$ cat src/rtl/srp_pkg.sv
// Shared types and constants for the splitter range partitioner.
package srp_pkg;

   localparam int SRP_MAX_NODES = 64;

   localparam int KEY_W      = 64;
   localparam int RANK_W     = 6;
   localparam int SLOT_W     = 6;
   localparam int COUNT_W    = 32;
   localparam int NODES_W    = 7;
   localparam int DEST_W     = 6;

   localparam int QUEUE_DEPTH = 2;
   localparam int QPTR_W      = (QUEUE_DEPTH > 1) ? $clog2(QUEUE_DEPTH) : 1;
   localparam int QCNT_W      = $clog2(QUEUE_DEPTH + 1);

   localparam int CSR_IDX_W  = 1;
   localparam int CSR_DATA_W = 7;

   localparam logic [CSR_IDX_W-1:0] CSR_NODE_COUNT = 1'b0;
   localparam logic [CSR_IDX_W-1:0] CSR_OWN_RANK   = 1'b1;

   localparam logic CMD_LOAD  = 1'b0;
   localparam logic CMD_ROUTE = 1'b1;

   typedef struct packed {
      logic                     cmd;
      logic                     buffer_start;
      logic signed [KEY_W-1:0]  record_key;
      logic [SLOT_W-1:0]        slot;
      logic signed [KEY_W-1:0]  split_key;
      logic [RANK_W-1:0]        split_node;
      logic [COUNT_W-1:0]       split_count;
   } srp_req_type;

   typedef struct packed {
      logic [DEST_W-1:0]        destination;
      logic                     dropped;
      logic [COUNT_W-1:0]       record_number;
   } srp_rsp_type;

   typedef struct packed {
      logic [NODES_W-1:0]       node_count;
      logic [RANK_W-1:0]        own_rank;
   } srp_cfg_type;

   typedef struct packed {
      logic signed [KEY_W-1:0]  key;
      logic [RANK_W-1:0]        node;
      logic [COUNT_W-1:0]       count;
   } srp_splitter_type;

   typedef enum logic [2:0] {
      OP_LOAD  = 3'b001,
      OP_SKIP  = 3'b010,
      OP_ROUTE = 3'b100
   } srp_op_kind_type;

   typedef struct packed {
      srp_op_kind_type          kind;
      logic                     buffer_start;
      logic signed [KEY_W-1:0]  key;
      logic [SLOT_W-1:0]        slot;
      srp_splitter_type         splitter;
   } srp_op_type;

   typedef struct packed {
      logic                     valid;
      srp_op_type               op;
   } srp_head_type;

endpackage

$ cat src/rtl/srp_front.sv
// Front end: accepts items, classifies them and queues them for the engine.
module srp_front import srp_pkg::*; #(
   parameter int MAX_NODES = SRP_MAX_NODES
) (
   input  logic          clock,
   input  logic          reset,
   input  logic          req_valid,
   output logic          req_ready,
   input  srp_req_type   req_data,
   output srp_head_type  head,
   input  logic          pop
);

   srp_op_type           entries_ff [QUEUE_DEPTH];
   logic [QPTR_W-1:0]    wr_ptr_ff, wr_ptr_in;
   logic [QPTR_W-1:0]    rd_ptr_ff, rd_ptr_in;
   logic [QCNT_W-1:0]    cnt_ff, cnt_in;
   logic                 push;
   srp_op_type           push_op;

   assign req_ready = (cnt_ff != QCNT_W'(QUEUE_DEPTH));
   assign push      = req_valid && req_ready;

   always_comb begin
      push_op.buffer_start      = req_data.buffer_start;
      push_op.key               = req_data.record_key;
      push_op.slot              = req_data.slot;
      push_op.splitter.key      = req_data.split_key;
      push_op.splitter.node     = req_data.split_node;
      push_op.splitter.count    = req_data.split_count;
      if (req_data.cmd == CMD_ROUTE) begin
         push_op.kind = OP_ROUTE;
      end else if (32'(req_data.slot) < 32'(MAX_NODES)) begin
         push_op.kind = OP_LOAD;
      end else begin
         // load beyond the table is turned into a skip here and never written
         push_op.kind = OP_SKIP;
      end
   end

   always_comb begin
      wr_ptr_in = wr_ptr_ff;
      rd_ptr_in = rd_ptr_ff;
      cnt_in    = cnt_ff;
      if (push) begin
         wr_ptr_in = (wr_ptr_ff == QPTR_W'(QUEUE_DEPTH - 1)) ? '0 : wr_ptr_ff + 1'b1;
      end
      if (pop) begin
         rd_ptr_in = (rd_ptr_ff == QPTR_W'(QUEUE_DEPTH - 1)) ? '0 : rd_ptr_ff + 1'b1;
      end
      if (push && !pop) begin
         cnt_in = cnt_ff + 1'b1;
      end else if (!push && pop) begin
         cnt_in = cnt_ff - 1'b1;
      end
   end

   always_ff @(posedge clock) begin
      if (reset) begin
         wr_ptr_ff <= '0;
         rd_ptr_ff <= '0;
         cnt_ff    <= '0;
      end else begin
         wr_ptr_ff <= wr_ptr_in;
         rd_ptr_ff <= rd_ptr_in;
         cnt_ff    <= cnt_in;
      end
   end

   always_ff @(posedge clock) begin
      if (push) begin
         entries_ff[wr_ptr_ff] <= push_op;
      end
   end

   assign head.valid = (cnt_ff != '0);
   assign head.op    = entries_ff[rd_ptr_ff];

endmodule

$ cat config.mk
export PLATFORM = sky130hd
export DESIGN_NAME = srp_front
export DESIGN_NICKNAME = d
export VERILOG_FILES = /design/src/rtl/srp_pkg.sv /design/src/rtl/srp_front.sv
export SDC_FILE = /design/constraint.sdc
export NUM_CORES = 1
export LEC_CHECK = 0
export ABC_AREA = 1
export BUFFER_PORTS_ARGS = -buffer_cell sky130_fd_sc_hd__buf_2
export CORE_MARGIN = 2
export CORE_UTILIZATION = 30
export DETAILED_ROUTE_END_ITERATION = 10
export GPL_TIMING_DRIVEN = 1
export PLACE_DENSITY = 0.58
export SYNTH_ARGS = -nofsm -noshare
export SYNTH_HDL_FRONTEND = slang
export SYNTH_SLANG_ARGS = --single-unit
$ cat constraint.sdc
create_clock -name clock -period 9.05 [get_ports clock]
set_clock_uncertainty 0.1 [all_clocks]
set_input_delay 0.905 -clock clock [delete_from_list [all_inputs] [get_ports clock]]
set_output_delay 0.905 -clock clock [all_outputs]
set_load 0.03 [all_outputs]
## Yosys cells after proc, flatten, opt, wreduce, memory -nomap -nowiden

Memories as Yosys holds them, arrays and structs flattened. A register that Yosys moved wholly into a read port is not among the register bits.
Cells that the tools add are included.

| word-level totals | value |
|---|---|
| memories kept | 1 |
| input bits | 178 |
| bits in writable memories | 352 |
| flip-flop bits (word level) | 4 |

| cells by class | value |
|---|---|
| multiplexer cells | 9 |
| $add $sub $neg | 4 |
| reductions and logical operators | 7 |
| equality and inequality tests | 1 |

Memories:

| memory | depth | bits a word | rd ports | clocked after memory_dff | wr ports | line | source |
|---|---|---|---|---|---|---|---|
| entries_ff | 2 | 176 | 1 | 1 | 1 | srp_front.sv:14 | `srp_op_type entries_ff [QUEUE_DEPTH];` |

Operators with widths:

| kind | number |
|---|---|
| two-way mux 1 bit | 6 |
| two-way mux 2 bit | 2 |
| nonzero test 2 bit | 2 |
| logical AND 1 bit | 3 |
| two-way mux 3 bit | 1 |
| adder 1 bit, second input constant | 2 |
| adder 2 x 1 -> 2 bit, second input constant | 1 |
| logical NOT 1 bit | 2 |
| != test 2 bit, second input constant | 1 |
| subtractor 2 x 1 -> 2 bit, second input constant | 1 |

## Longest topological paths before layout

| logic depth | value |
|---|---|
| depth in word-level cells | 6 |
| mapped depth | 11 |
| depth with buffers taken out | 11 |

## Least setup slack after synthesis

OpenSTA, ideal clock, no wires.

| timing | value |
|---|---|
| path type | in2reg |
| start | input req_valid |
| end | memory entries_ff[0][0] in the netlist's numbering, enable pin |
| stages on the path | 2 |
| data required time | 8.237 ns |
| arrival | 8.267 ns |
| slack | -0.031 ns |
| path through | nand2_1 > nor2_1 |

| between the ends | value |
|---|---|
| longest elaborated chain between the ends | 3 |

RTL lines:

| item | line | source |
|---|---|---|
| from (decl) | srp_front.sv:7 | `input logic req_valid,` |
| logical AND 1 bit | srp_front.sv:22 | `assign push = req_valid && req_ready;` |
| two-way mux 1 bit | srp_front.sv:71 | `if (push) begin` |
| two-way mux 1 bit (not written as such) | srp_front.sv:72 | `entries_ff[wr_ptr_ff] <= push_op;` |
| to (decl) | srp_front.sv:14 |  |

No other way between the ends.

==> summary.md <==
| Metric | Value |
|---|---|
| Final Max Tran Viols | 0 |
| FMAX | 262 MHz |
| TritonCTS clock tree | yes |
| Arr. time, crit path | between 2 and 3 ns |
| Initial core utilization | 0.302 |
| Global-route usage over all layers | 0.116 |
| Hold Path Depth | 2 |
| First-pass GRT wire length | 38.9 mm |
| Register area share after synthesis | 0.821 |
| Critical Path RT | around 8.1 ns |
| Min-Delay Startpoint | rd_ptr_ff |
| R2R cell count | 6 |
| Clk slew on worst S/H paths | 0.05 ns |
| Slew margin rel. | 0.351 |
| Layout overhead on the synthesized area | 27.2% |
| Wirelength per Cell | 17.4 um |
| Routed Wire Length | 26.9 mm |
| FP Rows | 76 |
| CTS max path bufs | 3 |
| Post-CTS Hold Fix Bufs | 0 |
| Syn Inst Count | 582 |
| Die W | 212 um |
| DRC violations left | 0 |
| Layout cells sized above 1 | 0.595 |
| Status | finished, final reports clean |
| Die area | 44,800 sq um |
| Yosys top cell by area | edfxtp_1 |
| Post-Layout Cell Count | 1,542 |
| Die Ht | between 200 and 250 um |
| Yosys cell types | 16 |
| Share of the synthesized area in the top cell type | 0.813 |
| RSZ-0062 raised after global routing | no |
| Top post-synthesis cells by area | edfxtp_1, mux2_2, buf_6 |
| Post-Synthesis Cell Area | 12,900 sq um |
| FF-to-FF Start | cnt_ff[0] |
| Setup WS post-layout | 5.23 ns |
| Multi-input logic area | 2090 sq um |
| Clk_lat worst skew | 0.53 ns |
| Worst r2r dst | entries_ff[0][117] |
| Vias in the first global route | between 6,000 and 7,000 |
| Sink Count | 355 |
| DP Worst Slack | 5.53 ns |
| Setup CP Type | reg -> out |
| Number of flops mapped to enable cells by yosys | between 300 and 400 |
| Postcts setup bufs | 0 |
| Leading cell types by count after synthesis | edfxtp_1, mux2_2, buf_6 |
| CTS resizes | 0 |
| Num CTS Buffers | 39 |
| Residual overflow from global routing | 0 |
| Hold crit path type | reg -> reg |
| Syn Nets | approximately 760 |
| Tcrit/Tclk final | 0.422 |
| Yosys warns | 0 |
| Syn avg cell area | 22.2 sq um |
| Worst setup SP type | flip-flop |
| Largest net degree at the start of global routing | 69 |
| CTS Root Cell | clkbuf_16 |
| Routability cong. | 0.671 |
| Yosys reg bits | 355 |
| 1st-iter DRT viols | 304 |
| Fill count | ~4,000 |
| VDD IR-drop max | 160 uV |
| Pwr dens | 247 nW/um^2 |
| FF+latch area | approximately 11,000 sq um |
| Vias | 6,589 |
| Fraction of registers with async set/reset | 0 |
| Lkg Pwr | 6.06 nW |
| Post-DP HPWL | 17.3 mm |
| Worst-path fanout max | 68 |
| Cells after DPL | 1,471 |
| Antenna-violating nets left | 0 |
| Min Tclk post-route | 3.82 ns |
| Nets | 1,145 |
| Slew @ Worst Pin | 0.973 ns |
| Port Buffers | 354 |
| Hold EP | rd_ptr_ff |
| Final Hold Vio Count | 0 |
| Final Setup Violations | 0 |
| Reg-to-reg setup timing slack | 6.06 ns |
| I/O Pins | about 360 |
| Main synth FF type | edfxtp_1 |
| DR vias/cell | 4.27 |
| Most common cell in the synthesized netlist | edfxtp_1 |
| Htree depth | 2 |
| CORE AREA | 42,800 sq um |
| Max Cap Viol | 0 |
| Worst setup EP type | output pin |
| Initial antenna violation count | 4 |
| DR pass1 iterations | 5 |
[state kept, by name (all words and copies together) (netlist names), named ones only]
signal and flops:
entries_ff 350, cnt_ff 2, rd_ptr_ff 1, wr_ptr_ff 1
[cell usage in the layout, fill, tap and decap left out]
cell,synthesis,final
a21oi_1,1,1
clkinv_1,0,7
clkbuf_8,0,1
nor2_1,7,5
o21ai_0,2,2
dfxtp_1,5,4
conb_1,1,1
inv_1,10,10
dfxtp_4,0,1
nand3_1,1,1
clkinv_2,0,3
clkbuf_1,0,12
clkbuf_16,0,41
nand4_1,1,1
clkinvlp_4,0,3
edfxtp_1,350,350
diode_2,0,1
nor2_4,0,2
buf_2,2,354
xnor2_1,1,1
nand2_1,7,7
ha_1,1,1
clkinv_4,0,2
inv_6,0,1
mux2_2,175,175
buf_4,3,9
[per-stage QoR]
step                hold slack (ns)   util  power, mW  area [sq um]  TNS (ns)
floorplan                     0.375      -       2.49         12900    -10.70
global route                  0.419  0.384       4.24         16400         0
finish                        0.417  0.384       4.06         16400         0
global placement              0.394  0.357       2.65         15300         0
CTS                           0.407  0.384       4.14         16400         0
detailed placement            0.402  0.357       2.66         15300         0
[kinds of logic after synthesis]
kind of cell | Yosys count | synth area share
adder cells (fa/ha/maj) | 1 | 0.000968
flip-flops | 355 | 0.821
multiplexers | 175 | 0.152
AND/OR/NAND/NOR | 16 | 0.00494
XOR/XNOR | 1 | 0.000678
AO/OA/AOI/OAI | 3 | 0.00116
buffers and inverters | 30 | 0.0185
other | 1 | 0.000290
[area by class of cell]
cell class,instances,area share
clock buffers,54,0.0660
clock inverters,16,0.00548
inverters,10,0.00228
multi-input cells,197,0.127
diodes,1,0.000152
flip-flops and latches,355,0.646
well taps,546,0.0416
repair buffers,363,0.112
[where the power goes]
part / leakage, nW / switching [mW] / internal, mW
Combinational: 2.19 / 0.416 / 0.201
Clock: 0.563 / 0.610 / 0.840
Sequential: 3.30 / 0.0321 / 1.96
Total: 6.06 / 1.06 / 3.01
[how the worst max path moves through the flow]
stage,start,end,slack [ns],depth (start not counted)
detailed placement,req_valid,entries_ff[0][145],5.53,5
floorplan,req_valid,entries_ff[0][0],-0.03,2
finish,flip-flop,head[148],5.23,3
global placement,req_valid,entries_ff[0][127],5.55,5
global route,flip-flop,head[127],5.00,3
CTS,flip-flop,head[127],5.10,3
[per-layer routing]
metal	global-route usage	vias up	wire length (um)
met5	0	-	39
met4	0.0493	6	668
met3	0.0466	47	2490
met2	0.192	236	13300
met1	0.132	3214	10400
li1	-	3086	-
[worst max-delay path, stage by stage (launching register included)]
cell	delay, ns
dfxtp_4	0.74
buf_4	0.82
mux2_2	0.44
buf_2	0.18
Power figures use the tool's default switching activity.
